### config.mk
export PLATFORM = sky130hd
export DESIGN_NAME = serial_os_selector_command_port
export DESIGN_NICKNAME = d
export VERILOG_FILES = /design/src/sv/scmd_pkg.sv /design/src/sv/scmd_in_stage.sv /design/src/sv/scmd_core.sv /design/src/sv/scmd_out_stage.sv /design/src/sv/serial_os_selector_command_port.sv
export SDC_FILE = /design/constraint.sdc
export NUM_CORES = 1
export LEC_CHECK = 0
export BUFFER_PORTS_ARGS = -buffer_cell sky130_fd_sc_hd__clkbuf_2
export CELL_PAD_IN_SITES_DETAIL_PLACEMENT = 0
export CELL_PAD_IN_SITES_GLOBAL_PLACEMENT = 1
export CORE_MARGIN = 2
export CORE_UTILIZATION = 52
export CTS_CLUSTER_SIZE = 20
export DETAILED_ROUTE_END_ITERATION = 7
export GPL_TIMING_DRIVEN = 0
export PLACE_DENSITY = 0.94
export SYNTH_ARGS = -nofsm -noshare
export SYNTH_HDL_FRONTEND = slang
export SYNTH_SLANG_ARGS = --single-unit
### constraint.sdc
create_clock -name clk -period 8.08 [get_ports clk]
set_clock_uncertainty 0.1 [all_clocks]
set_input_delay 0.808 -clock clk [delete_from_list [all_inputs] [get_ports clk]]
set_output_delay 0.808 -clock clk [all_outputs]
set_load 0.02 [all_outputs]
### src/sv/scmd_pkg.sv
package scmd_pkg;

    localparam int PHASE_W = 7;
    localparam int SHIFT_W = 33;
    localparam int BT_W    = 16;
    localparam int SEL_W   = 5;
    localparam int CMD_W   = 6;

    // Receive phases: per byte b, 11*b waits for the start edge, 11*b+1 re-checks
    // the start bit, the rest shift in bits. Transmit runs from PH_TX to PH_TX_END.
    localparam logic [PHASE_W-1:0] PH_IDLE0   = 7'd0;
    localparam logic [PHASE_W-1:0] PH_START0  = 7'd1;
    localparam logic [PHASE_W-1:0] PH_IDLE1   = 7'd11;
    localparam logic [PHASE_W-1:0] PH_START1  = 7'd12;
    localparam logic [PHASE_W-1:0] PH_IDLE2   = 7'd22;
    localparam logic [PHASE_W-1:0] PH_START2  = 7'd23;
    localparam logic [PHASE_W-1:0] PH_TX      = 7'd33;
    localparam logic [PHASE_W-1:0] PH_TX_END  = 7'd64;
    localparam logic [PHASE_W-1:0] PH_RESET   = 7'd65;

    localparam logic [SHIFT_W-1:0] RX_MSB      = 33'h100;
    localparam logic [SHIFT_W-1:0] SYNC_FRAME  = 33'h155;
    localparam logic [SHIFT_W-1:0] CMD_LIMIT   = 33'h121;
    localparam logic [CMD_W-1:0]   CMD_READ    = 6'h20;
    localparam logic [9:0]         REPLY_FRAME = 10'h3AA;  // 0xAA with two stop bits
    localparam logic [9:0]         STOP_BITS   = 10'h300;

    localparam logic [BT_W-1:0]  BIT_TIME_RESET = 16'd1600;
    localparam logic [BT_W-1:0]  BIT_TIME_MIN   = 16'd2;
    localparam logic [SEL_W-1:0] SETTING_RESET  = 5'd0;

    localparam int CFG_IDX_W = 1;
    localparam logic [CFG_IDX_W-1:0] CFG_BIT_TIME = 1'd0;
    localparam logic [CFG_IDX_W-1:0] CFG_INIT_SEL = 1'd1;

    typedef struct packed {
        logic kind;
        logic line_level;
    } in_item_t;

    typedef struct packed {
        logic             line_out;
        logic [SEL_W-1:0] setting;
        logic             save_request;
        logic             reset_request;
    } out_item_t;

    typedef struct packed {
        logic     valid;
        in_item_t item;
    } held_req_t;

endpackage

### src/sv/scmd_in_stage.sv
module scmd_in_stage (
    input  logic                clk,
    input  logic                rst_n,
    input  logic                in_valid,
    output logic                in_ready,
    input  scmd_pkg::in_item_t  in_data,
    input  logic                advance,
    output scmd_pkg::held_req_t held
);
    import scmd_pkg::*;

    logic     valid_reg;
    logic     valid_next;
    in_item_t item_reg;

    assign in_ready   = !valid_reg || advance;
    assign valid_next = (in_valid && in_ready) || (valid_reg && !advance);

    always_ff @(posedge clk or negedge rst_n)
    begin
        if (!rst_n)
        begin
            valid_reg <= 1'b0;
        end
        else
        begin
            valid_reg <= valid_next;
        end
    end

    always_ff @(posedge clk)
    begin
        if (in_valid && in_ready)
        begin
            item_reg <= in_data;
        end
    end

    assign held.valid = valid_reg;
    assign held.item  = item_reg;

endmodule

### src/sv/scmd_core.sv
module scmd_core (
    input  logic                                 clk,
    input  logic                                 rst_n,
    input  logic                                 cfg_wr_en,
    input  logic [scmd_pkg::CFG_IDX_W-1:0]       cfg_index,
    input  logic [scmd_pkg::BT_W-1:0]            cfg_wdata,
    input  logic                                 advance,
    input  scmd_pkg::in_item_t                   item,
    output scmd_pkg::out_item_t                  result
);
    import scmd_pkg::*;

    logic [BT_W-1:0]    bit_time_reg;
    logic [PHASE_W-1:0] phase_reg,   phase_next;
    logic [SHIFT_W-1:0] shift_reg,   shift_next;
    logic [BT_W-1:0]    timer_reg,   timer_next;
    logic [CMD_W-1:0]   held_cmd_reg, held_cmd_next;
    logic               last_reg,    last_next;
    logic [SEL_W-1:0]   setting_reg, setting_next;
    logic               drive_reg,   drive_next;

    logic [BT_W-1:0]    eff_bt;
    logic [BT_W-1:0]    half_bt;
    logic               idle;
    logic               start_check;
    logic [PHASE_W-1:0] phase_inc;
    logic [SHIFT_W-1:0] rx_shift;
    logic [9:0]         set_frame;
    logic               save;
    logic               rst_pulse;

    assign eff_bt      = (bit_time_reg < BIT_TIME_MIN) ? BIT_TIME_MIN : bit_time_reg;
    assign half_bt     = eff_bt >> 1;
    assign idle        = (phase_reg == PH_IDLE0) || (phase_reg == PH_IDLE1)
                      || (phase_reg == PH_IDLE2);
    assign start_check = (phase_reg == PH_START0) || (phase_reg == PH_START1)
                      || (phase_reg == PH_START2);
    assign phase_inc   = phase_reg + 7'd1;
    assign rx_shift    = (shift_reg >> 1) + (last_reg ? RX_MSB : '0);
    assign set_frame   = {5'd0, setting_reg} + STOP_BITS;

    always_comb
    begin
        phase_next    = phase_reg;
        shift_next    = shift_reg;
        timer_next    = timer_reg;
        held_cmd_next = held_cmd_reg;
        last_next     = last_reg;
        setting_next  = setting_reg;
        drive_next    = drive_reg;
        save          = 1'b0;
        rst_pulse     = 1'b0;

        if (!item.kind)
        begin
            if (!idle)
            begin
                if (timer_reg > 16'd1)
                begin
                    timer_next = timer_reg - 16'd1;
                end
                else
                begin
                    timer_next = '0;
                    if (start_check)
                    begin
                        if (last_reg)
                        begin
                            phase_next = PH_IDLE0;
                        end
                        else
                        begin
                            phase_next = phase_inc;
                            timer_next = eff_bt;
                        end
                    end
                    else if (phase_reg < PH_TX)
                    begin
                        shift_next = rx_shift;
                        phase_next = phase_inc;
                        if (phase_inc == PH_IDLE1 || phase_inc == PH_IDLE2 || phase_inc == PH_TX)
                        begin
                            // end of a byte: stop bit, then frame checks
                            if (!rx_shift[8])
                            begin
                                phase_next = PH_IDLE0;
                            end
                            else if (phase_inc == PH_IDLE1)
                            begin
                                if (rx_shift != SYNC_FRAME)
                                begin
                                    phase_next = PH_IDLE0;
                                end
                            end
                            else if (phase_inc == PH_IDLE2)
                            begin
                                if (rx_shift >= CMD_LIMIT)
                                begin
                                    phase_next = PH_IDLE0;
                                end
                                else
                                begin
                                    held_cmd_next = rx_shift[CMD_W-1:0];
                                end
                            end
                            else if ({2'b00, held_cmd_reg} != rx_shift[7:0])
                            begin
                                phase_next = PH_IDLE0;
                            end
                            else if (held_cmd_reg < CMD_READ)
                            begin
                                if (setting_reg != held_cmd_reg[SEL_W-1:0])
                                begin
                                    setting_next = held_cmd_reg[SEL_W-1:0];
                                    save         = 1'b1;
                                end
                                phase_next = PH_RESET;
                                timer_next = 16'd1;
                            end
                            else
                            begin
                                // reply: 0xAA, setting, setting; LSB first after a start bit
                                shift_next = {set_frame, 1'b0, set_frame, 1'b0, REPLY_FRAME, 1'b0};
                                phase_next = PH_TX;
                                timer_next = 16'd1;
                            end
                        end
                        else
                        begin
                            timer_next = eff_bt;
                        end
                    end
                    else if (phase_reg == PH_RESET)
                    begin
                        rst_pulse  = 1'b1;
                        phase_next = PH_IDLE0;
                        drive_next = 1'b1;
                    end
                    else if (phase_reg == PH_TX_END)
                    begin
                        phase_next = PH_IDLE0;
                        drive_next = 1'b1;
                    end
                    else
                    begin
                        drive_next = shift_reg[0];
                        shift_next = shift_reg >> 1;
                        timer_next = (phase_reg == PH_TX) ? half_bt : eff_bt;
                        phase_next = phase_inc;
                    end
                end
            end
        end
        else
        begin
            if (idle && last_reg && !item.line_level)
            begin
                phase_next = phase_inc;
                timer_next = half_bt;
            end
            last_next = item.line_level;
        end
    end

    assign result.line_out      = drive_next;
    assign result.setting       = setting_next;
    assign result.save_request  = save;
    assign result.reset_request = rst_pulse;

    // initial_selection only seeds the setting at reset; its reset value is
    // SETTING_RESET, so a write to it has no visible effect.
    always_ff @(posedge clk or negedge rst_n)
    begin
        if (!rst_n)
        begin
            bit_time_reg <= BIT_TIME_RESET;
        end
        else if (cfg_wr_en && cfg_index == CFG_BIT_TIME)
        begin
            bit_time_reg <= cfg_wdata;
        end
    end

    always_ff @(posedge clk or negedge rst_n)
    begin
        if (!rst_n)
        begin
            phase_reg    <= PH_IDLE0;
            shift_reg    <= '0;
            timer_reg    <= '0;
            held_cmd_reg <= '0;
            last_reg     <= 1'b1;
            setting_reg  <= SETTING_RESET;
            drive_reg    <= 1'b1;
        end
        else if (advance)
        begin
            phase_reg    <= phase_next;
            shift_reg    <= shift_next;
            timer_reg    <= timer_next;
            held_cmd_reg <= held_cmd_next;
            last_reg     <= last_next;
            setting_reg  <= setting_next;
            drive_reg    <= drive_next;
        end
    end

endmodule

### src/sv/scmd_out_stage.sv
module scmd_out_stage (
    input  logic                clk,
    input  logic                rst_n,
    input  logic                load,
    input  scmd_pkg::out_item_t result,
    output logic                slot_free,
    output logic                out_valid,
    input  logic                out_ready,
    output scmd_pkg::out_item_t out_data
);
    import scmd_pkg::*;

    logic      valid_reg;
    logic      valid_next;
    out_item_t data_reg;

    assign slot_free  = !valid_reg || out_ready;
    assign valid_next = load || (valid_reg && !out_ready);

    always_ff @(posedge clk or negedge rst_n)
    begin
        if (!rst_n)
        begin
            valid_reg <= 1'b0;
        end
        else
        begin
            valid_reg <= valid_next;
        end
    end

    always_ff @(posedge clk)
    begin
        if (load)
        begin
            data_reg <= result;
        end
    end

    assign out_valid = valid_reg;
    assign out_data  = data_reg;

endmodule

### src/sv/serial_os_selector_command_port.sv
// A request accepted into the input register passes through the state update into
// the result register, which loads once the result slot is free.
// Throughput: one request per cycle while the result slot is free; the state update
// is a single pass of logic between the input register and the result register.
// Reset (rst_n, async, active low): receiver idle, line released, bit time 1600,
// setting 0, both channels empty.
module serial_os_selector_command_port (
    input  logic                           clk,
    input  logic                           rst_n,
    input  logic                           in_valid,
    output logic                           in_ready,
    input  scmd_pkg::in_item_t             in_data,
    output logic                           out_valid,
    input  logic                           out_ready,
    output scmd_pkg::out_item_t            out_data,
    input  logic                           cfg_wr_en,
    input  logic [scmd_pkg::CFG_IDX_W-1:0] cfg_index,
    input  logic [scmd_pkg::BT_W-1:0]      cfg_wdata
);
    import scmd_pkg::*;

    held_req_t held;
    out_item_t result;
    logic      slot_free;
    logic      advance;

    assign advance = held.valid && slot_free;

    scmd_in_stage u_in (
        .clk      (clk),
        .rst_n    (rst_n),
        .in_valid (in_valid),
        .in_ready (in_ready),
        .in_data  (in_data),
        .advance  (advance),
        .held     (held)
    );

    scmd_core u_core (
        .clk       (clk),
        .rst_n     (rst_n),
        .cfg_wr_en (cfg_wr_en),
        .cfg_index (cfg_index),
        .cfg_wdata (cfg_wdata),
        .advance   (advance),
        .item      (held.item),
        .result    (result)
    );

    scmd_out_stage u_out (
        .clk       (clk),
        .rst_n     (rst_n),
        .load      (advance),
        .result    (result),
        .slot_free (slot_free),
        .out_valid (out_valid),
        .out_ready (out_ready),
        .out_data  (out_data)
    );

endmodule

==> results.py <==
metrics = {
    "cells_and_area": {
        "diodes": 0,
        "seq_area_um2": 2480,
        "area_delta_synth_final_pct": 10.6,
        "multi_input_area_um2": 3860,
        "largest_register_ffs": 33,
        "nets": 848,
        "fillCellCount": 1144,
        "final_layout_size_suffix_gt1_share_pct": 15.3,
    },
    "clock_network": {
        "cts_root_buf": "clkbuf_16",
        "clk_latency_ns": 0.36,
        "cts_setup_buffers": 0,
        "cts_buffer_depth": 2,
        "cts_hold_buf": 0,
        "clk_pin_slew_ns": 0.07,
        "cts-buffers-inserted": 9,
        "cts_tree": "yes",
        "clock-sinks": 97,
        "cts_resized": 0,
        "htreeDepth": 3,
    },
    "global_routing": {
        "antenna_found_initial": 0,
        "grtUsageTotal_pct": 30.8,
        "overflow": 0,
        "grt_max_degree": 55,
        "grt_pass1_wl_um": 32500,
        "grt_pass1_vias": 6108,
    },
    "timing": {
        "setup_tns_ns": 0,
        "finalHoldViolCount": 0,
        "maxSlewViolCount": 0,
        "rsz0062_at_grt": "no",
        "setup_viol": 0,
        "worst_slack_ns": 4.22,
        "max_freq_mhz": 259,
        "max_slew_margin_pct": 16.8,
        "period_needed_ns": 3.86,
        "tightest_slew_ns": 1.24,
        "finalCritPeriodShare_pct": 47.8,
    },
    "worst_setup_path": {
        "critPathBufInv": 2,
        "rr_worst_depth": 9,
        "crit_arrival_ns": 4.03,
        "r2r_start": "u_core.phase_reg[0]",
        "reg2reg_to": "u_core.timer_reg[1]",
        "regToRegSetupSlack_ns": 4.22,
        "path_class": "reg -> reg",
        "crit_start": "u_core.phase_reg[0]",
        "crit_path_cell_trace": "ha_1 > clkbuf_1 > nor4_1 > a31oi_1 > a21oi_1 > o32ai_1 > clkbuf_1 > nand3_1 > o21ai_0",
        "cp_max_fo": 10,
        "path_common_cell": "clkbuf_1",
        "path_depth": 9,
        "crit_end": "u_core.timer_reg[1]",
        "crit_path_max_incr_delay_ns": 0.78,
        "cp.required_ns": 8.25,
        "cp-end-kind": "flip-flop",
        "critPathTopFamily": "compound AO/OA/AOI/OAI gates",
        "setup.worst_path.start_class": "flip-flop",
        "slowest_stage": "o32ai_1",
    },
    "drt": {
        "via_count": 6486,
        "ant_nets": 0,
        "drt_iter0_markers": 855,
        "route.detailed.drc": 0,
        "drtPass1Iterations": 7,
        "drt-vias-per-instance": 6.56,
        "wire_per_inst_um": 20.5,
        "wl_um": 20300,
    },
    "die": {
        "start_util_pct": 52.9,
        "core_um2": 12600,
        "fp-row-count": 41,
        "die_y_um": 117,
        "pin_count": 34,
        "die-area_um2": 13700,
        "fp.dieW_um": 117,
    },
    "place": {
        "place_ws_ns": 4.31,
        "place_hpwl_um": 14500,
        "io_buffers": 33,
        "gp_congestion": 0.969,
    },
    "synthesis": {
        "synth_seq_cells": 97,
        "yosys.area.top_type_share_pct": 30.9,
        "avgSynthCellArea_um2": 8.67,
        "ys_seq_area_share_pct": 37.4,
        "ys_types": 80,
        "async_reset_ff_share_pct": 89.7,
        "synth_edf_count": 10,
        "yosysWarningCount": 0,
        "synth_top_area_cell": "dfrtp_1",
        "synth_nets": 803,
        "synthCells": 767,
        "ys_top_cells_by_area": "dfrtp_1 31%, mux2_2 5.8%, edfxtp_1 4.5%",
        "synthesis.area_um2": 6650,
        "synth_top_flop_cell": "dfrtp_1",
    },
    "power_and_ir_drop": {
        "powerDensity_nw_per_um2": 207,
        "vdd_drop_max_mv": 0.109,
        "p_leak_nw": 2.89,
    },
    "hold_path": {
        "hp-class": "in -> async",
    },
    "flow_run": {
        "cap_violations": 0,
    },
    "status": {
        "outcome": "finished clean",
    },
}
through the flow:
stage / power [mW] / area (µm²) / utilization [%] / hold slack, ns / std cells
CTS: 1.51 / 7350 / 58.5 / 0.353 / 989
floorplan: 0.948 / 6650 / - / 0.357 / 767
global route: 1.61 / 7350 / 58.5 / 0.375 / 989
detailed placement: 1.08 / 7060 / 56.1 / 0.374 / 973
finish: 1.52 / 7350 / 58.5 / 0.331 / 989
global placement: 1.06 / 7030 / 55.9 / 0.373 / 972
cell type report:
type,count,area share (%)
multi-input cells,593,52.5
plain buffers,55,2.99
flip-flops and latches,97,33.8
well taps,172,2.93
inverters,22,1.12
clock inverters,6,0.630
repair buffers,34,2.65
clock buffers,10,3.40
power by group:
group | switching, mW | internal, mW
Clock | 0.207 | 0.231
Sequential | 0.0953 | 0.563
Combinational | 0.263 | 0.165
Total | 0.565 | 0.959
synthesized netlist by cell type, types with 4 or more instances:
cell type   n
dfrtp_1    82
nand2_1    72
nor2_1     57
clkbuf_1   46
nand3_1    44
o21ai_0    42
nor3_1     37
mux2_2     34
a21oi_1    32
a31oi_1    29
inv_1      22
nor4_1     17
o22ai_1    15
xnor2_1    15
o21a_1     13
ha_1       12
nand4_1    12
or4_1      12
edfxtp_1   10
xor2_1      9
and2_1      8
and3_1      7
or3_1       7
o211ai_1    6
o31ai_1     6
a31o_2      5
and4_1      5
buf_2       5
dfstp_2     5
nand4b_1    5
or2_2       5
a221oi_1    4
a22o_1      4
mux2_4      4
mux2i_1     4
nand2b_1    4
o221ai_1    4
or3b_2      4
worst min path at each step:
stage | slack, ns | startpoint | to | depth (start not counted)
after detailed placement | 0.37 | u_in.valid_reg | u_out.out_valid | 1
after floorplan | 0.36 | u_in.valid_reg | u_out.out_valid | 1
final | 0.33 | rst_n | u_core.phase_reg[4] | 1
after CTS | 0.35 | rst_n | u_core.phase_reg[4] | 1
after global routing | 0.38 | rst_n | u_core.phase_reg[4] | 1
after global placement | 0.37 | u_in.valid_reg | u_out.out_valid | 1
metal layers:
layer	GRT usage (%)	share of wire, %	wire, µm
met1	41.5	42	8510
met2	48.9	47	9500
met3	5.25	7.3	1480
met4	14.1	4.0	807
met5	0	0	0
kinds of logic after synthesis:
logic type,Yosys count,synth area share (%)
compound gates,200,20.2
mux,42,7.27
xor+xnor,24,3.16
buf+inv,77,4.56
simple gates,315,25.2
flops,97,37.4
fa+ha+maj,12,2.26
cell usage in the layout (no fill, tap or decap), types with 13 or more instances in the layout:
master,Yosys,layout
nand2_1,72,72
a21oi_1,32,32
mux2_2,34,34
dfrtp_1,82,82
clkbuf_2,0,32
o21ai_0,42,42
nand3_1,44,44
nor2_1,57,57
nor4_1,17,17
nor3_1,37,37
inv_1,22,22
a31oi_1,29,29
o22ai_1,15,15
o21a_1,13,13
xnor2_1,15,15
clkbuf_1,46,46
No activity file was read; power rests on OpenSTA's default activity.
